[src/rtl/tlbp_rem_unit.sv]
module tlbp_rem_unit #(
    parameter int DIVISOR  = 3,
    parameter int VAL_BITS = 48
) (
    input  logic                                          i_clk,
    input  logic                                          i_rst_n,
    input  logic                                          i_start,
    input  logic [VAL_BITS-1:0]                           i_value,
    output logic                                          o_done,
    output logic [((DIVISOR > 1) ? $clog2(DIVISOR) : 1)-1:0] o_rem
);

    localparam int REM_BITS = (DIVISOR > 1) ? $clog2(DIVISOR) : 1;
    localparam int STEPS    = (VAL_BITS + 3) / 4;
    localparam int PAD_BITS = STEPS * 4;
    localparam int CNT_W    = $clog2(STEPS + 1);
    localparam logic [REM_BITS:0] DIV_EXT  = (REM_BITS + 1)'(DIVISOR);
    localparam logic [CNT_W-1:0]  CNT_LAST = CNT_W'(1);
    localparam logic [CNT_W-1:0]  CNT_INIT = CNT_W'(STEPS);

    logic [PAD_BITS-1:0] r_val;
    logic [REM_BITS-1:0] r_rem;
    logic [CNT_W-1:0]    r_cnt;
    logic                r_busy;
    logic                r_done;
    logic [REM_BITS-1:0] step_rem;
    logic [REM_BITS:0]   step_t;

    // Fold in four bits, most significant first, one compare-subtract each
    always_comb begin
        step_rem = r_rem;
        step_t   = '0;
        for (int k = 0; k < 4; k++) begin
            step_t = {step_rem, r_val[PAD_BITS-1-k]};
            if (step_t >= DIV_EXT) begin
                step_t = step_t - DIV_EXT;
            end
            step_rem = step_t[REM_BITS-1:0];
        end
    end

    // Sequencing
    always_ff @(posedge i_clk) begin
        if (!i_rst_n) begin
            r_busy <= 1'b0;
            r_done <= 1'b0;
            r_cnt  <= '0;
        end else begin
            r_done <= 1'b0;
            if (i_start) begin
                r_busy <= 1'b1;
                r_cnt  <= CNT_INIT;
            end else if (r_busy) begin
                r_cnt <= r_cnt - CNT_LAST;
                if (r_cnt == CNT_LAST) begin
                    r_busy <= 1'b0;
                    r_done <= 1'b1;
                end
            end
        end
    end

    // Dividend shift and partial remainder
    always_ff @(posedge i_clk) begin
        if (i_start) begin
            r_val <= PAD_BITS'(i_value);
            r_rem <= '0;
        end else if (r_busy) begin
            r_val <= r_val << 4;
            r_rem <= step_rem;
        end
    end

    assign o_done = r_done;
    assign o_rem  = r_rem;

endmodule

[config.mk]
export PLATFORM = sky130hd
export DESIGN_NAME = tlbp_rem_unit
export DESIGN_NICKNAME = d
export VERILOG_FILES = /design/src/rtl/tlbp_rem_unit.sv
export SDC_FILE = /design/constraint.sdc
export NUM_CORES = 1
export LEC_CHECK = 0
export BUFFER_PORTS_ARGS = -buffer_cell sky130_fd_sc_hd__buf_2
export CAP_MARGIN = 20
export CORE_ASPECT_RATIO = 1.75
export CORE_MARGIN = 2
export CORE_UTILIZATION = 57
export CTS_BUF_LIST = sky130_fd_sc_hd__clkbuf_4 sky130_fd_sc_hd__clkbuf_8 sky130_fd_sc_hd__clkbuf_16
export DETAILED_ROUTE_END_ITERATION = 8
export PLACE_DENSITY_LB_ADDON = 0.3
export SLEW_MARGIN = 30
export SYNTH_ARGS = -nofsm -noshare
export SYNTH_HDL_FRONTEND = slang
export SYNTH_SLANG_ARGS = --single-unit
[constraint.sdc]
create_clock -name i_clk -period 10.6 [get_ports i_clk]
set_input_delay 2.12 -clock i_clk [delete_from_list [all_inputs] [get_ports i_clk]]
set_output_delay 2.12 -clock i_clk [all_outputs]
set_load 0.01 [all_outputs]
## Yosys cells after proc, flatten, opt, wreduce, memory -nomap -nowiden

Cells that the tools add are included.

- Add/subtract/negate cells: 5
- $lt $le $gt $ge: 4
- Equality and inequality tests: 1
- Multiplexer cells: 12
- Bitwise logic cells: 2
- Reduce and logical (&&, ||, !) cells: 3

Operator list:

| operator | number |
|---|---|
| $mux W48 | 2 |
| $ge A3 B2 Y1 const B | 4 |
| $mux W2 | 4 |
| $mux W4 | 2 |
| $sub A2 B2 Y2 const B | 4 |
| $eq A4 B1 Y1 const B | 1 |
| $mux W1 | 4 |
| $sub A4 B1 Y4 const B | 1 |
| $reduce_or A3 Y1 | 1 |
| $not A1 Y1 | 2 |
| $reduce_bool A2 Y1 | 1 |
| $reduce_or A2 Y1 | 1 |

- Bits in registers: 56
- Input port bits: 51
- Output and inout bits: 3
- Word-level logic and storage cells: 33

## Depth between registers and ports, before layout

- Word-level depth: 8
- Gate-level depth with buffers: 20

## Worst setup path after synthesis

Ideal clock, no wire load.

- Path type: register -> register
- Start: register r_val[47]
- End: register r_rem[0], in the netlist o_rem[0]
- Arrival time: 3738 ps
- Setup slack: 6792 ps
- Cell stages (with the launch flop): 20
- Buffers on the path: 1
- Clock period less this slack: 3808 ps
- Cells stage by stage: edfxtp_1 ha_1 or3_1 buf_2 a21oi_1 ha_1 inv_1 nand2_1 o22ai_1 a22oi_1 o21ai_0 ha_1 or3_1 nor3_1 nor2_1 ha_1 nor3b_1 mux2i_1 a221o_1 a21oi_1

- Cells in the longest elaborated chain, start to end: 8
- Elaborated cells on any way between the ends: 11

Ends and longest elaborated chain:

| what | line | text |
|---|---|---|
| start: declaration | 21 | `logic [PAD_BITS-1:0] r_val;` |
| start signal: assignment | 66 | `r_val <= PAD_BITS'(i_value);` |
| start signal: assignment | 69 | `r_val <= r_val << 4;` |
| $ge A3 B2 Y1 / $sub A2 B2 Y2 (equally long branches) | 35, 36 |  |
| $mux W2 (*) | 35 | `if (step_t >= DIV_EXT) begin` |
| $ge A3 B2 Y1 / $sub A2 B2 Y2 (equally long branches) | 35, 36 |  |
| $mux W2 (*) | 35 |  |
| $ge A3 B2 Y1 / $sub A2 B2 Y2 (equally long branches) | 35, 36 |  |
| $mux W2 (*) | 35 |  |
| $ge A3 B2 Y1 (*) | 35 |  |
| $mux W2 (*) | 35 |  |
| end signal: assignment | 70 | `r_rem <= step_rem;` |
| end: declaration | 22 | `logic [REM_BITS-1:0] r_rem;` |

Mark *: on every way between the ends. The rest lies on a longest branch, timed or not.
A chain may end at the register's enable or synchronous reset.

## Worst setup path in the final report

Ends and elaborated chain as after synthesis.

==> out/qor.txt <==
Initial Util -> 0.595
Largest net degree at the start of global routing -> 57
Worst Setup SP -> r_val[47]$_DFFE_PP_
Post-synthesis cell type count -> 33
CP required -> 10,830 ps
DR iter-0 viols -> 63
CTS Hold Bufs -> 0
Postcts setup bufs -> 0
DP Worst Slack -> 6470 ps
R2r startpoint -> r_val[47]$_DFFE_PP_
Avg WL per Cell -> 14.1 um
Cts bufs inserted -> 5
Final worst path period need -> 4160 ps
Num ports -> 54
Core Box Area -> 4400 um2
Layout fillers -> 341
Std cell rows -> 32
Most numerous cell in the Yosys netlist -> edfxtp_1
Reg2Reg Setup Slack -> 6440 ps
Worst vdd ir -> 0.000180 V
Die W -> 55.2 um
RSZ-0062 raised after global routing -> no
H-tree depth -> 2
Xor/xnor share of the synthesized area -> 0.0100
Setup crit end -> o_rem[0]$_SDFFE_PP0P_
Worst Skew -> 6.54 ps
Layout cells sized above 1 -> 0.470
Pwr per Cell Area -> 167 nW/um2
R2r endpoint -> o_rem[0]$_SDFFE_PP0P_
Register area -> 1600 um2
# port buffers -> 53
Syn-to-layout area delta -> 15.9%
CTS Root Cell -> clkbuf_8
Post-synthesis cell count -> 181
Post-synth EDFFs -> 48
Vias in the first global route -> 1,567
Dominant cell type by area after synthesis -> edfxtp_1
WS Path Type -> flop to flop
Synth async-reset ratio -> 0
Post-synthesis instance area -> 2620 um2
DRC -> 0
Final period util -> 0.392
Clock Path Buffers -> 2
CTS tree -> yes
Outcome -> complete, no violations
Adder-Cell Fraction of Synth Area -> 0.0287
Simple-gate share of the synthesized area -> 0.0712
Global-route wire length before repair -> 6700 um
Post-Layout Cell Count -> 285
Routability cong. -> 0.823
Hold Vio Cnt, Final -> 0
Synth cell count leaders -> edfxtp_1 (48), mux2_2 (45), dfxtp_1 (8), nor2_1 (8)
Top FF cell, synth -> edfxtp_1
Gr usage total -> 0.165
Max-slew violations -> 0
CTS sink count -> 56
CTS clock-pin slew for the worst setup and hold paths -> 90 ps
HPWL Detailed -> 2920 um
Multiplexer share of the synthesized area -> 0.215
Largest family of logic cells by synthesized area -> multiplexers
Resized Gates After CTS -> 0
DIE AREA -> 5170 um2
WHS -> 507 ps
Synth Area in Compound Gates -> 0.0397
Final WS setup -> 6440 ps
Crit-path max FO -> 7
Worst rel slew slack -> 0.577
Antenna-violating nets left -> 0
Setup violations, final -> 0
Setup TNS -> 0 ps
Final net count -> 290
Actual slew at the worst max-slew pin -> 634 ps
Synth top area share -> 0.550
1st-pass router iterations -> 4
Reg2reg path depth -> 18
Ant diodes -> 0
Main area contributors after synthesis -> edfxtp_1 (55%), mux2_2 (19%), dfxtp_1 (6.1%)
Flops & latches, synth -> 56
Grt total ovfl -> 0
Fmax -> 0.241 GHz
Worst-skew pair later-pin latency -> 300 ps
Mean Syn Cell Area -> 14.5 um2
Cell count after placement -> 277
Syn nets -> 238
Overall Power -> 508 uW
Max-Cap Viols -> 0
WP data arrival -> 4390 ps
Area taken by multi-input logic gates -> 958 um2
Crit path launch type -> flop
Seq/Total Area, Yosys -> 0.612
Critical Path End Type -> flop
Die Height -> 93.7 um
Total Routed Length -> 4010 um
Via Count -> 1,551
Synth warn -> 0
HP Class -> flop to flop
Via density -> 5.44
Static leakage -> 0.00119 uW
Initial antenna violation count -> 0
## registers in the layout (all words and copies together), names as in the netlist
register and count:
o_rem 2, r_cnt 4, r_busy 1, r_val 48
o_done 1
## metal layers
metal  up-vias  track usage  part of all wire
met1       731        0.191              0.40
met4         0       0.0691            0.0085
met2        38        0.292              0.54
met5         -            0                 0
met3         4       0.0372             0.043
li1        778            -                 -
## placed cells by master, fill, tap and decap left out, types with 3 or more instances in the layout
master and instances:
nor4_1 3, and2_1 4, inv_1 7, nor3b_1 3, dfxtp_1 8, clkbuf_8 5
nand2_1 5, buf_2 53, a21oi_1 6, nor3_1 4, nand2b_1 3, mux2_2 45
edfxtp_1 48, nor2_1 8, ha_1 6
## power by group
part	internal [uW]	leakage [uW]	switching, uW	total [uW]
Sequential	266	0.000551	10.3	277
Clock	72.7	0.0000586	62.9	136
Combinational	50.8	0.000583	44.5	95.3
Total	390	0.00119	118	508
## worst min-delay path by stage
stage	startpoint	cells past startpoint	to	slack, ps
after floorplan	r_cnt[1]$_SDFFE_PP0P_	2	r_cnt[1]$_SDFFE_PP0P_	470
after detailed placement	r_cnt[1]$_SDFFE_PP0P_	2	r_cnt[1]$_SDFFE_PP0P_	500
after CTS	r_cnt[1]$_SDFFE_PP0P_	2	r_cnt[1]$_SDFFE_PP0P_	510
final	o_rem[1]$_SDFFE_PP0P_	2	o_rem[1]$_SDFFE_PP0P_	510
after global placement	r_cnt[1]$_SDFFE_PP0P_	2	r_cnt[1]$_SDFFE_PP0P_	490
after global routing	r_cnt[1]$_SDFFE_PP0P_	2	r_cnt[1]$_SDFFE_PP0P_	530
## metrics by stage
| stage | util | area (um2) |
|---|---|---|
| 2_1_floorplan | - | 2620 |
| 3_3_place_gp | 0.663 | 2920 |
| 3_5_place_dp | 0.664 | 2920 |
| 4_1_cts | 0.689 | 3030 |
| 5_1_grt | 0.689 | 3030 |
| 6_report | 0.689 | 3030 |
## worst max-delay path, stage by stage, from the launching register on
cell,delay [ps]
edfxtp_1,500
ha_1,240
or3_1,410
a21oi_1,200
ha_1,270
inv_1,80
nand2_1,80
o22ai_1,70
a22oi_1,180
o21ai_0,110
ha_1,250
or3_1,390
nor3_1,230
nor2_1,80
ha_1,210
nor3b_1,190
mux2i_1,120
a221o_1,350
a21oi_1,130
## area by class of cell
class | instances | share of cell area
Clock buffer | 6 | 0.0252
Tap cell | 51 | 0.0210
Clock inverter | 2 | 0.0115
Multi-Input combinational cell | 109 | 0.316
Timing Repair Buffer | 54 | 0.0899
Sequential cell | 56 | 0.528
Inverter | 7 | 0.00866
## cells by family after synthesis
logic type | Yosys count
flip-flops | 56
multiplexers | 49
AND/OR/NAND/NOR | 35
AO/OA/AOI/OAI | 16
buffers and inverters | 16
adder cells (fa/ha/maj) | 6
XOR/XNOR | 3
Power figures use the tool's default switching activity.
