File: config.mk
export PLATFORM = sky130hd
export DESIGN_NAME = tlbp_set_update
export DESIGN_NICKNAME = d
export VERILOG_FILES = /design/src/rtl/tlbp_pkg.sv /design/src/rtl/tlbp_set_update.sv
export SDC_FILE = /design/constraint.sdc
export NUM_CORES = 1
export LEC_CHECK = 0
export ABC_CLOCK_PERIOD_IN_PS = 4000
export BUFFER_PORTS_ARGS = -buffer_cell sky130_fd_sc_hd__buf_2
export CORE_AREA = 2 2 194 196
export DETAILED_ROUTE_END_ITERATION = 16
export DIE_AREA = 0 0 196 198
export PLACE_DENSITY = 0.43
export SLEW_MARGIN = 20
export SYNTH_ARGS = -nofsm -noshare
export SYNTH_HDL_FRONTEND = slang
export SYNTH_SLANG_ARGS = --single-unit
File: constraint.sdc
create_clock -name vclk -period 4
set_input_delay 0.4 -clock vclk [all_inputs]
set_output_delay 0.4 -clock vclk [all_outputs]
set_load 0.005 [all_outputs]
File: src/rtl/tlbp_pkg.sv
package tlbp_pkg;

    // Configuration port geometry
    localparam int CFG_IDX_W  = 1;
    localparam int CFG_DATA_W = 3;

    // Register indexes
    localparam logic [CFG_IDX_W-1:0] CFG_AUTOMATON_KIND = 1'd0;
    localparam logic [CFG_IDX_W-1:0] CFG_HISTORY_MODE   = 1'd1;

    typedef logic [2:0] t_kind;

    // Automaton kinds
    localparam t_kind KIND_LAST = 3'd0;
    localparam t_kind KIND_A1   = 3'd1;
    localparam t_kind KIND_SAT  = 3'd2;
    localparam t_kind KIND_A3   = 3'd3;
    localparam t_kind KIND_A4   = 3'd4;

    // History table modes
    localparam logic MODE_ASSOC  = 1'b0;
    localparam logic MODE_DIRECT = 1'b1;

    // Commands
    localparam logic CMD_PREDICT = 1'b0;
    localparam logic CMD_UPDATE  = 1'b1;

    // Request control toward the set update logic
    typedef struct packed {
        logic touch;    // predict, or a conditional update: refresh LRU on hit
        logic update;   // conditional update: write history
        logic outcome;  // resolved direction
    } t_req_ctl;

    // Status back from the set update logic
    typedef struct packed {
        logic hit;
        logic row_we;
    } t_set_status;

    // Prediction of an automaton state
    function automatic logic pred_of(t_kind kind, logic [1:0] st);
        logic p;
        p = 1'b0;
        case (kind)
            KIND_LAST, KIND_A1: p = (st != 2'd0);
            KIND_SAT, KIND_A3, KIND_A4: p = st[1];
            default: p = 1'b0;
        endcase
        return p;
    endfunction

    // Next automaton state for a resolved outcome
    function automatic logic [1:0] next_of(t_kind kind, logic [1:0] st, logic o);
        logic [1:0] n;
        n = 2'd0;
        case (kind)
            KIND_LAST: n = {1'b0, o};
            KIND_A1:   n = {st[0], o};
            KIND_SAT: begin
                case (st)
                    2'd0: n = o ? 2'd1 : 2'd0;
                    2'd1: n = o ? 2'd2 : 2'd0;
                    2'd2: n = o ? 2'd3 : 2'd1;
                    default: n = o ? 2'd3 : 2'd2;
                endcase
            end
            KIND_A3: begin
                case (st)
                    2'd0: n = o ? 2'd1 : 2'd0;
                    2'd1: n = o ? 2'd3 : 2'd0;
                    2'd2: n = o ? 2'd0 : 2'd3;
                    default: n = o ? 2'd3 : 2'd2;
                endcase
            end
            KIND_A4: begin
                case (st)
                    2'd0: n = o ? 2'd1 : 2'd0;
                    2'd1: n = o ? 2'd3 : 2'd0;
                    2'd2: n = o ? 2'd3 : 2'd1;
                    default: n = o ? 2'd3 : 2'd2;
                endcase
            end
            default: n = 2'd0;
        endcase
        return n;
    endfunction

endpackage

File: src/rtl/tlbp_set_update.sv
module tlbp_set_update #(
    parameter int WAYS      = 4,
    parameter int AGE_BITS  = 2,
    parameter int TAG_BITS  = 40,
    parameter int HIST_BITS = 12
) (
    input  logic [WAYS*(1+AGE_BITS+TAG_BITS+HIST_BITS)-1:0] i_row,
    input  logic [TAG_BITS-1:0]                             i_tag,
    input  tlbp_pkg::t_req_ctl                              i_ctl,
    output tlbp_pkg::t_set_status                           o_status,
    output logic [HIST_BITS-1:0]                            o_hist,
    output logic [WAYS*(1+AGE_BITS+TAG_BITS+HIST_BITS)-1:0] o_row
);

    localparam int WAY_W  = 1 + AGE_BITS + TAG_BITS + HIST_BITS;
    localparam int WAY_IW = (WAYS > 1) ? $clog2(WAYS) : 1;
    localparam logic [AGE_BITS-1:0] AGE_MAX = AGE_BITS'(WAYS - 1);
    localparam logic [AGE_BITS-1:0] AGE_ONE = AGE_BITS'(1);

    logic [WAYS-1:0]      valid_v;
    logic [WAYS-1:0]      hit_v;
    logic [AGE_BITS-1:0]  age_v   [WAYS];
    logic [TAG_BITS-1:0]  tag_v   [WAYS];
    logic [HIST_BITS-1:0] hist_v  [WAYS];
    logic [WAYS-1:0]      new_valid;
    logic [AGE_BITS-1:0]  new_age [WAYS];
    logic [TAG_BITS-1:0]  new_tag [WAYS];
    logic [HIST_BITS-1:0] new_hist[WAYS];
    logic                 hit_any;
    logic [WAY_IW-1:0]    hit_way;
    logic                 free_any;
    logic [WAY_IW-1:0]    free_way;
    logic [WAY_IW-1:0]    lru_way;
    logic [WAY_IW-1:0]    slot;
    logic [AGE_BITS-1:0]  old_age;
    logic [HIST_BITS-1:0] hist;
    logic [HIST_BITS-1:0] nh;

    always_comb begin
        // Unpack ways: valid, age, tag, history from the top bit down
        for (int i = 0; i < WAYS; i++) begin
            hist_v[i]  = i_row[i*WAY_W +: HIST_BITS];
            tag_v[i]   = i_row[i*WAY_W + HIST_BITS +: TAG_BITS];
            age_v[i]   = i_row[i*WAY_W + HIST_BITS + TAG_BITS +: AGE_BITS];
            valid_v[i] = i_row[i*WAY_W + WAY_W - 1];
            hit_v[i]   = valid_v[i] && (tag_v[i] == i_tag);
        end

        // Find the hit way, the first free way and the oldest way
        hit_any  = 1'b0;
        hit_way  = '0;
        free_any = 1'b0;
        free_way = '0;
        lru_way  = '0;
        for (int i = 0; i < WAYS; i++) begin
            if (!hit_any && hit_v[i]) begin
                hit_any = 1'b1;
                hit_way = WAY_IW'(i);
            end
            if (!free_any && !valid_v[i]) begin
                free_any = 1'b1;
                free_way = WAY_IW'(i);
            end
            if (age_v[i] == AGE_MAX) begin
                lru_way = WAY_IW'(i);
            end
        end

        old_age = age_v[hit_way];
        hist    = hit_any ? hist_v[hit_way] : '0;
        nh      = HIST_BITS'({hist, i_ctl.outcome});
        slot    = free_any ? free_way : lru_way;

        for (int i = 0; i < WAYS; i++) begin
            new_valid[i] = valid_v[i];
            new_age[i]   = age_v[i];
            new_tag[i]   = tag_v[i];
            new_hist[i]  = hist_v[i];
        end

        if (hit_any) begin
            // Move the hit way to most recent
            for (int i = 0; i < WAYS; i++) begin
                if (valid_v[i] && (age_v[i] < old_age)) begin
                    new_age[i] = age_v[i] + AGE_ONE;
                end
            end
            new_age[hit_way] = '0;
            if (i_ctl.update) begin
                new_hist[hit_way] = nh;
            end
        end else begin
            // Allocate a free way or replace the oldest one
            for (int i = 0; i < WAYS; i++) begin
                if (valid_v[i] && (WAY_IW'(i) != slot)) begin
                    new_age[i] = age_v[i] + AGE_ONE;
                end
            end
            new_valid[slot] = 1'b1;
            new_age[slot]   = '0;
            new_tag[slot]   = i_tag;
            new_hist[slot]  = nh;
        end

        // Repack
        for (int i = 0; i < WAYS; i++) begin
            o_row[i*WAY_W +: WAY_W] = {new_valid[i], new_age[i], new_tag[i], new_hist[i]};
        end
    end

    assign o_hist          = hist;
    assign o_status.hit    = hit_any;
    assign o_status.row_we = hit_any ? i_ctl.touch : i_ctl.update;

endmodule

### Word-level counts from Yosys, hierarchy flattened

Cells that the tools add are included.

| cells by class | value |
|---|---|
| bitwise gates (word level) | 7 |
| magnitude comparators | 10 |
| reductions and logical operators | 30 |
| muxes and demuxes | 62 |
| eq/ne operators | 10 |
| add/sub/neg operators | 4 |

Operators by type and width:

| cell | count |
|---|---|
| $bwmux 160 | 1 |
| $eq 40x40->1 | 4 |
| $mux 160 | 1 |
| $bwmux 48 | 2 |
| $mux 48 | 2 |
| $demux 40 s2 | 1 |
| $mux 12 | 5 |
| $mux 2 | 27 |
| $demux 12 s2 | 2 |
| $mux 40 | 1 |
| $bmux 12 s2 | 1 |
| $logic_and 1x1->1 | 21 |
| $and 8x8->8 | 2 |
| $not 8->8 | 2 |
| $mux 1 | 13 |
| $add 2x1->2 const B | 4 |
| $demux 2 s2 | 2 |
| $logic_not 1->1 | 8 |
| $lt 2x2->1 | 4 |
| $mux 8 | 1 |
| $eq 2x2->1 const B | 3 |
| $ge 3x3->1 const B | 2 |
| $lt 3x1->1 const B | 2 |
| $not 2->3 | 2 |
| other kinds (9) | 10 |

| storage, ports and cells | value |
|---|---|
| logic and storage cells | 123 |
| output and inout port bits | 234 |
| input bits | 263 |
| flip-flop bits (word level) | 0 |

### Longest topological paths before layout

Gate-level depths: netlist (run 1).

| depth | value |
|---|---|
| word-level depth | 22 |
| gate-level depth with buffers | 14 |
| mapped depth without buffers | 10 |

### Least setup slack after synthesis (run 1)

OpenSTA, ideal clock, no wires.

| timing path | value |
|---|---|
| path type | input to output |
| start | input port i_tag[9] |
| end | output port o_row[107] |
| path slack | 0.421 ns |
| stages on the path | 11 |
| required time | 3.600 ns |
| path buffers | 2 |
| arrival time | 3.179 ns |
| cell sequence | clkbuf_1 xnor2_1 nand4_1 nor4_1 nand4_1 and3_1 buf_2 a222oi_1 nand2_1 maj3_1 o211a_1 |

| between the ends | value |
|---|---|
| longest elaborated chain between the ends | 22 |
| elaborated cells between the ends (all ways) | 37 |
| classes of those cells | order compare (3); eq/ne (4); mux (15); bitwise (3); reduce/logical (12) |

Ends and longest elaborated chain:

| item | line | RTL |
|---|---|---|
| from (decl) | tlbp_set_update.sv:8 | `input logic [TAG_BITS-1:0] i_tag,` |
| $eq 40x40->1 | tlbp_set_update.sv:46 | `hit_v[i] = valid_v[i] && (tag_v[i] == i_tag);` |
| $logic_and 1x1->1 | tlbp_set_update.sv:46 |  |
| $mux 1 | tlbp_set_update.sv:56 | `if (!hit_any && hit_v[i]) begin` |
| $logic_not 1->1 | tlbp_set_update.sv:56 |  |
| $logic_and 1x1->1 | tlbp_set_update.sv:56 |  |
| $mux 1 | tlbp_set_update.sv:56 |  |
| $logic_not 1->1 | tlbp_set_update.sv:56 |  |
| $logic_and 1x1->1 | tlbp_set_update.sv:56 |  |
| [5 not listed] | -- |  |
| $bmux 2 s2 | tlbp_set_update.sv:69 | `old_age = age_v[hit_way];` |
| $mux 2 (not written as such) (2 in a row) | tlbp_set_update.sv:69 |  |
| $lt 2x2->1 | tlbp_set_update.sv:84 | `if (valid_v[i] && (age_v[i] < old_age)) begin` |
| $logic_and 1x1->1 | tlbp_set_update.sv:84 |  |
| $mux 2 | tlbp_set_update.sv:84 |  |
| $mux 2 | tlbp_set_update.sv:81 | `if (hit_any) begin` |
| $and 8x8->8 (no source line) | -- |  |
| $mux 8 * | tlbp_set_update.sv:81 |  |
| to (decl) | tlbp_set_update.sv:12 | `output logic [WAYS*(1+AGE_BITS+TAG_BITS+HIST_BITS)-1:0] o_row` |

Mark *: on every way between the ends. The rest lies on a longest branch, timed or not. The select of a mux whose other input is x is not followed.

### Worst setup path after layout (run 1)

| timing path | value |
|---|---|
| start | input port i_tag[13] |
| end | output port o_row[110] |

| between the ends | value |
|---|---|
| longest elaborated chain between the ends | 20 |
| elaborated cells between the ends (all ways) | 30 |
| classes of those cells | order compare (2); eq/ne (4); mux (12); bitwise (1); reduce/logical (11) |

Ends and longest elaborated chain:

| item | line | RTL |
|---|---|---|
| $eq 40x40->1 | tlbp_set_update.sv:46 |  |
| $logic_and 1x1->1 | tlbp_set_update.sv:46 |  |
| $mux 1 | tlbp_set_update.sv:56 |  |
| $logic_not 1->1 | tlbp_set_update.sv:56 |  |
| $logic_and 1x1->1 | tlbp_set_update.sv:56 |  |
| $mux 1 | tlbp_set_update.sv:56 |  |
| $logic_not 1->1 | tlbp_set_update.sv:56 |  |
| $logic_and 1x1->1 | tlbp_set_update.sv:56 |  |
| [4 not listed] | -- |  |
| $not 2->3 (not written as such) | tlbp_set_update.sv:90 | `new_hist[hit_way] = nh;` |
| $ge 3x3->1 (not written as such) or $lt 3x1->1 (tied branches) | tlbp_set_update.sv:90 |  |
| $logic_and 1x1->1 (not written as such) | tlbp_set_update.sv:90 |  |
| $mux 12 (not written as such) | tlbp_set_update.sv:90 |  |
| $demux 12 s2 | tlbp_set_update.sv:90 |  |
| $bwmux 48 | tlbp_set_update.sv:90 |  |
| $mux 48 | tlbp_set_update.sv:89 | `if (i_ctl.update) begin` |
| $mux 48 * | tlbp_set_update.sv:81 |  |

Mark *: on every way between the ends. The rest lies on a longest branch, timed or not.

==> metrics, run 1 <==
Period minus WS final=about 3.9 ns; Residual DRC=0; gr busiest metal=met2; final hold violation count=0; Hold Crit Start=i_row[15]; Crit Path Class=input port to output port; Hold Crit Depth=4; first-pass GRT wire length=58,300 um; Worst Path Required=between 3 and 4 ns; num sequential=0; min-delay worst type=input port to output port; pin count of the biggest net entering global routing=43; Initial DRC Count=between 400 and 500; total gr overflow=0; Cells after DPL=between 1,500 and 2,000; Ys Warns=0; Avg Vias per Cell=~4.5; IO Port Bufs=497; GRT Util Overall=0.205; Cells after Synth=858; initial antenna violation count=2; met3 usage=0.0223; mux cell area share after synthesis=0.243; cell family with most CP delay=simple AND/OR/NAND/NOR gates; Worst Path Arrival=3.46 ns; Hold EP=o_row[15]; combinational family with the most area after synthesis=simple AND/OR/NAND/NOR gates; # clk buffers=0; wire length per cell=around 23 um; starting density of the core=0.153; Max-slew headroom=0.615; max-cap viol count=0; synth unique cells=56; register area share after synthesis=0; Core Box Area=around 37,000 sq um; Pwr Density=122 nW/um^2; met1 Usage GRT=0.246; Initial DRT Pass Iterations=4; top-area cell type share of the netlist area=0.240; Slowest-stage cell, CP=mux2_2; die area=slightly below 40,000 sq um; die width=196 um; Hold WS=~1.1 ns; post-route insts no fill=between 1,500 and 2,000; Simple-Gate Fraction of Synth Area=0.282; syn_nets=around 1,100; Synth top cells by count=nand2_1, xnor2_1, mux2_2; Startpoint Class=input port; Max FO, Critical Path=11; via count=between 8,000 and 9,000; Die Y=just under 200 um; Area Growth Syn to Fin=68.0%; Slew Viols, Final=0; Rows=71; Slew @ Worst Pin=around 0.57 ns; Detail Route Antenna Nets=0; Final HPWL DP=between 30,000 and 40,000 um; Worst Path Buf+Inv=6; setup violators final=0; slowest cell delay on critical path=about 0.4 ns; Synth Area in Compound Gates=0.146; I/O pins=between 400 and 500; routed wire length=between 40,000 and 50,000 um; crit-path cells=buf_2 > buf_4 > xnor2_1 > nand4_1 > nor4_1 > buf_4 > and4_1 > buf_4 > nor4_4 > and2_2 > buf_12 > a21oi_1 > mux2_2 > buf_2; outcome=completed; top-count cell post-synth=nand2_1; met2 usage=0.394; Worst path most repeated cell=buf_4; Synth Area in XOR/XNOR=0.238; routability congestion estimate=~0.88; fin crit share=0.965; register area=0 sq um; leakage=between 4 and 5 nW; Net count, final=1,644; maximum vdd drop=between 50 and 60 uV; top post-synthesis cells by area=mux2_2, xnor2_1, nand2_1, o21ai_0, xor2_1; vias in the first global route=8,398; CP endpoint kind=output port; Netlist Area Pre-Place=roughly 5600 sq um; Avg Inst Size Synth=roughly 6.6 sq um; Post-Synth Adder-Cell Area=0.0124; area leader, netlist=mux2_2; fmax=0.259 GHz; layout cells sized above 1=0.561
## cell families after synthesis
group,Yosys count
compound gates,137
xor+xnor,153
fa+ha+maj,6
buf+inv,103
mux,122
simple gates,337
## power by group
part | total [W] | switching (W) | internal, W
sequential | 0 | 0 | 0
clock | 0.000000000135 | 0 | 0.000000000135
combinational | 0.00115 | 0.000618 | 0.000534
## placed cells by master (no fill, tap or decap), types with 4 or more instances in the layout
cell type | Yosys | final
nor4_1 | 13 | 4
a21oi_1 | 22 | 22
inv_1 | 11 | 10
nand4_1 | 34 | 34
mux2_2 | 120 | 120
nor4_2 | 1 | 9
xor2_1 | 29 | 29
and4_1 | 7 | 6
buf_4 | 1 | 105
nor2_1 | 37 | 35
nand2_1 | 167 | 166
buf_12 | 0 | 8
diode_2 | 0 | 4
nand3_1 | 41 | 41
or2_2 | 4 | 4
buf_2 | 39 | 494
nor2b_1 | 4 | 4
o21ai_0 | 73 | 72
xnor2_1 | 124 | 120
nor3_1 | 13 | 12
a221oi_1 | 12 | 10
xnor2_2 | 0 | 4
## area by class of cell
| type | instances | area (sq um) |
|---|---|---|
| inverter | 13 | 48.8 |
| antenna | 4 | 10.0 |
| fill | 4253 | 27500 |
| multi-input combinational | 755 | 5390 |
| timing repair buffer | 608 | 3430 |
| tap | 474 | 593 |
## worst max path at each step
stage,startpoint,to,slack [ns],cells past startpoint
3_3_place_gp,i_tag[36],o_row[108],-0.19,13
6_report,i_tag[13],o_row[110],0.14,14
4_1_cts,i_tag[1],o_row[94],0.002,13
3_5_place_dp,i_tag[30],o_row[108],-0.18,14
5_1_grt,i_tag[29],o_row[5],-0.02,15
2_1_floorplan,i_tag[9],o_row[107],0.42,11
## per-stage QoR
| step | power, W | util | setup WS, ns | area [sq um] | TNS, ns |
|---|---|---|---|---|---|
| global placement | 0.00115 | 0.250 | -0.194 | 9250 | -2.28 |
| CTS | 0.00116 | 0.253 | 0.00162 | 9360 | 0 |
| detailed placement | 0.00115 | 0.250 | -0.180 | 9250 | -1.74 |
| global route | 0.00125 | 0.256 | -0.0209 | 9460 | -0.0696 |
| finish | 0.00115 | 0.256 | 0.138 | 9470 | 0 |
| floorplan | 0.000520 | - | 0.421 | 5640 | 0 |
## per-layer routing
metal	wire length, um	vias to the layer above
li1	-	4056
met1	17400	3955
met2	22100	343
met3	2130	22
met4	779	0
met5	0	-
## what timing repair did
| item | CTS | global route |
|---|---|---|
| setup endpoints to repair | 33 | 43 |
| gates resized for setup | 20 | 14 |
| pin swaps | 10 | 10 |
| setup buffers | 2 | 3 |
| hold buffers | 0 | 0 |
No activity file was read; power rests on OpenSTA's default activity.
==> inputs of run 2 (changes only) <==
--- a/config.mk
+++ b/config.mk
@@ -6,7 +6,7 @@
 export NUM_CORES = 1
 export LEC_CHECK = 0
 export ABC_CLOCK_PERIOD_IN_PS = 4000
-export BUFFER_PORTS_ARGS = -buffer_cell sky130_fd_sc_hd__buf_2
+export BUFFER_PORTS_ARGS = -buffer_cell sky130_fd_sc_hd__buf_4
 export CORE_AREA = 2 2 194 196
 export DETAILED_ROUTE_END_ITERATION = 16
 export DIE_AREA = 0 0 196 198
==> run 2 against run 1 <==
Clock-buffer cell count is the same. First-iteration DRC count shrank 14%. Global-route usage shrank 0.18 points. Combinational power grew 14%. Total power grew 14%. Hold slack lost 0.0096 ns. Critical path type unchanged. Largest power group unchanged.
==> metrics, run 2 (synthesis results as in run 1) <==
Post-Route Utilization=0.282; GRT Util Overall=0.203; Slowest-stage cell, CP=maj3_1; Die Y=slightly below 200 um; total gr overflow=0; met3 routed WL=2120 um; Final HPWL DP=36,800 um; final hold violation count=0; met2 WL=between 20,000 and 25,000 um; Max FO, Critical Path=5; most frequent cells in the layout=buf_4, nand2_1, xnor2_1; Residual DRC=0; commonest non-fill, non-tap cell in the layout=buf_4; Worst path most repeated cell=buf_4; CP endpoint kind=output port; via count=just over 8,000; max layer used=met5; Slew Viols, Final=0; Worst Path Required=roughly 3.6 ns; wire length per cell=about 23 um; Rows=just over 70; min-delay worst type=input port to output port; Period minus WS final=between 3 and 4 ns; Clk pwr share=0; slowest cell delay on critical path=~0.40 ns; wire length on met1=roughly 17,000 um; Overall Power=approximately 0.0013 W; fmax=around 0.26 GHz; pin count of the biggest net entering global routing=43; max-cap viol count=0; Max-slew headroom=0.489; Detail Route Antenna Nets=0; CTS Hold Bufs=0; routability congestion estimate=slightly below 0.9; IO Port Bufs=between 400 and 500; leakage=4.80 nW; first-pass GRT wire length=58,000 um; switch share=0.475; starting density of the core=0.153; Setup crit end=o_row[107]; Pwr Density=126 nW/um^2; die area=38,800 sq um; maximum vdd drop=around 54 uV; die width=just under 200 um; layout cells sized above 1=0.550; Crit Path Class=input port to output port; initial antenna violation count=4; num sequential=0; RSZ-0062 raised after global routing=true; Cell Int Power=0.000689 W; Final TNS setup=0 ns; sequential share of power=0; Initial DRT Pass Iterations=5; Core Box Area=37,000 sq um; crit-path cells=buf_4 > buf_4 > xnor2_1 > nand4_1 > nor4_2 > buf_4 > and4_1 > buf_4 > nor4_4 > a222oi_1 > nand2_1 > maj3_1 > o211a_1 > buf_4; Net count, final=between 1,500 and 2,000; Worst Path Arrival=3.48 ns; Worst Setup SP=i_tag[25]; setup violators final=0; # clk buffers=0; Slew @ Worst Pin=0.766 ns; fin crit share=0.969; Initial DRC Count=347; sw power=about 0.00062 W; I/O pins=between 400 and 500; Area Growth Syn to Fin=84.7%; vias in the first global route=around 8,200; routed wire length=42,200 um; combinational share of power=1.000; outcome=completed; register area=0 sq um; Hold Crit Start=i_row[16]; Avg Vias per Cell=4.56; Startpoint Class=input port
## run 2: cell types whose count changed in the layout (fill, tap and decap cells not counted), moves of 2 or more
cell | previous run | this run
buf_12 | 8 | 5
diode_2 | 4 | 2
o31ai_1 | 2 | 4
buf_2 | 494 | 0
a221oi_1 | 10 | 5
buf_4 | 105 | 569
a221oi_2 | 2 | 7
o31ai_2 | 2 | 0
## run 2: power groups by stage
| stage | clock network [W] | logic [W] | registers [W] |
|---|---|---|---|
| 3_3_place_gp | 0 | 0.00132 | 0 |
| 4_1_cts | 0 | 0.00132 | 0 |
| 3_5_place_dp | 0 | 0.00132 | 0 |
| 2_1_floorplan | 0 | 0.000520 | 0 |
| 6_report | 0.0000000000672 | 0.00131 | 0 |
| 5_1_grt | 0.0000000000670 | 0.00141 | 0 |
## run 2: what timing repair did
action / in CTS / in global routing
pin swaps: 10 / 5
endpoints found under the setup margin: 35 / 53
buffers inserted: 3 / 1
resized for setup: 13 / 17
## run 2: worst min path at each step
stage / to / slack, ns / cells past startpoint
after global placement: o_row[16] / 1.09 / 4
after CTS: o_row[16] / 1.08 / 4
after global routing: o_row[16] / 1.10 / 4
final: o_row[16] / 1.09 / 4
after detailed placement: o_row[16] / 1.08 / 4
after floorplan: o_row[12] / 0.89 / 2
## run 2: metrics by stage
stage	instances	instance area [sq um]	worst slack [ns]	hold slack, ns
after floorplan	858	5640	0.421	0.889
after global placement	1816	10200	-0.133	1.09
after detailed placement	1816	10200	-0.114	1.08
after CTS	1817	10300	0.0415	1.08
after global routing	1820	10400	-0.0688	1.10
final	1820	10400	0.122	1.09
## run 2: area by class of cell
cell class | instances | area, sq um
multi-input combinational | 755 | 5370
fill | 4121 | 26500
timing repair buffer | 576 | 4390
inverter | 13 | 48.8
tap | 474 | 593
antenna | 2 | 5.00
## run 2: per-layer routing
| layer | track usage | vias to the layer above |
|---|---|---|
| li1 | - | 3980 |
| met4 | 0.0314 | 4 |
| met1 | 0.242 | 3952 |
| met5 | 0 | - |
| met3 | 0.0240 | 26 |
| met2 | 0.394 | 338 |
## run 2: worst max-delay path, delay by kind of cell
kind	cells	cell delay [ns]
simple gates	5	1.06
buf+inv	5	0.76
compound gates	2	0.61
fa+ha+maj	1	0.40
xor+xnor	1	0.25
==> inputs of run 3 (changes only) <==
--- a/config.mk
+++ b/config.mk
@@ -6,7 +6,7 @@
 export NUM_CORES = 1
 export LEC_CHECK = 0
 export ABC_CLOCK_PERIOD_IN_PS = 4000
-export BUFFER_PORTS_ARGS = -buffer_cell sky130_fd_sc_hd__buf_4
+export BUFFER_PORTS_ARGS = -buffer_cell sky130_fd_sc_hd__buf_2
 export CORE_AREA = 2 2 194 196
 export DETAILED_ROUTE_END_ITERATION = 16
 export DIE_AREA = 0 0 196 198
==> constraint.sdc (replaced) <==
create_clock -name vclk -period 4
set_input_delay 0.6 -clock vclk [all_inputs]
set_output_delay 0.6 -clock vclk [all_outputs]
set_load 0.005 [all_outputs]
==> run 3 against run 2 <==
The run now ends with negative setup slack left. Total power up 3.9%. Critical path depth shrank 2. Highest routed layer unchanged. Design area increased by 9.5%. Non-clock buffer count up 131. Core utilization up 2.7 points. Critical endpoint is now o_row[217]. Sequential cell count did not move. Global-route usage grew 0.69 points.
==> metrics, run 3 (synthesis results as in run 1) <==
CTS Hold Bufs=0; crit-path cells=buf_6 > xnor2_2 > nand4_1 > or4_4 > or4_4 > nor4_4 > a222oi_1 > buf_4 > and2_4 > maj3_2 > a31oi_1 > buf_2; Slew Viols, Final=0; cell family with most CP delay=simple AND/OR/NAND/NOR gates; num sequential=0; Post-Route Utilization=0.308; die area=between 30,000 and 40,000 sq um; via count=8,926; Avg Vias per Cell=4.58; initial antenna violation count=4; failing checks=negative setup slack; die width=roughly 200 um; Die Y=approximately 200 um; Slowest-stage cell, CP=or4_4; slowest cell delay on critical path=0.58 ns; Max FO, Critical Path=4; total gr overflow=0; fill count=around 4,100; Pwr Density=approximately 120 nW/um^2; most frequent cells in the layout=buf_2, buf_4, nand2_1; Crit Path Class=input port to output port; min-delay worst type=input port to output port; multi-input logic area=between 6000 and 7000 sq um; Final HPWL DP=37,800 um; routability congestion estimate=roughly 0.91; setup violators final=39; pin count of the biggest net entering global routing=43; placed cell area=slightly below 10,000 sq um; max-cap viol count=0; fmax=approximately 0.24 GHz; leakage=about 5.5 nW; RSZ-0062 raised after global routing=true; Worst Path Buf+Inv=3; outcome=finished, violations left; I/O pins=497; Worst path most repeated cell=or4_4; final hold violation count=0; Hold Crit Depth=3; Slew @ Worst Pin=between 0.6 and 0.7 ns; first-pass GRT wire length=60,100 um; Max-slew headroom=0.594; Initial DRC Count=around 290; Period minus WS final=around 4.2 ns; GRT Util Overall=0.210; Core Box Area=37,000 sq um; Levels on crit path=12; wire length per cell=~23 um; CP endpoint kind=output port; post-route cell area=~11,000 sq um; # clk buffers=0; layout cells sized above 1=0.664; maximum vdd drop=around 50 uV; Net count, final=1,743; vias in the first global route=between 8,000 and 9,000; Overall Power=0.00136 W; Final WS setup=-0.161 ns; register area=0 sq um; commonest non-fill, non-tap cell in the layout=buf_2; Rows=71; Area Growth Syn to Fin=102%; Residual DRC=0; Worst Path Arrival=3.56 ns; Detail Route Antenna Nets=0; fin crit share=1.04; IO Port Bufs=~500; Startpoint Class=input port; routed wire length=44,200 um; Worst Path Required=~3.4 ns; starting density of the core=0.153; Initial DRT Pass Iterations=5
==> run 3: cell count changes in the layout (fill, tap and decap cells not counted), sizes merged <==
cell / before / now
clkbuf: 0 / 4
buf: 576 / 703
==> run 3: path summary, 6_finish.rpt <==
path,start,to,slack [ns]
max,i_row[183],o_row[217],-0.16
min,i_ctl[2],o_status[0],1.50
==> run 3: where the power goes <==
part           switching (W)      internal, W
clock                      0  0.0000000000669
combinational       0.000692         0.000672
sequential                 0                0
==> run 3: cell type report <==
type,count,area share
tap,474,0.0520
multi-input combinational,755,0.542
antenna,2,0.000439
inverter,13,0.00428
timing repair buffer,707,0.401
==> run 3: timing repair <==
item                                    in CTS  in global routing
endpoints found under the setup margin     228                228
cloned                                       1                  3
setup buffers                               19                 14
pin swaps                                   44                 60
resized for setup                          166                154
hold endpoints to repair                     0                  0
==> run 3: metrics by stage <==
step                setup slack, ns  hold slack (ns)  std cells  setup TNS, ns
detailed placement           -0.641             1.50       1921         -59.45
global route                 -0.255             1.51       1950          -9.00
finish                       -0.161             1.50       1951          -2.37
floorplan                    0.0214             1.29        858              0
global placement             -0.673             1.49       1921         -59.00
CTS                          -0.313             1.50       1935         -19.40
==> run 3: metal layers <==
layer | share of wire | GRT usage | wire length, um
met1 | 0.40 | 0.248 | 17700
met2 | 0.53 | 0.404 | 23300
met3 | 0.049 | 0.0227 | 2150
met4 | 0.024 | 0.0502 | 1040
met5 | 0.00029 | 0 | 13
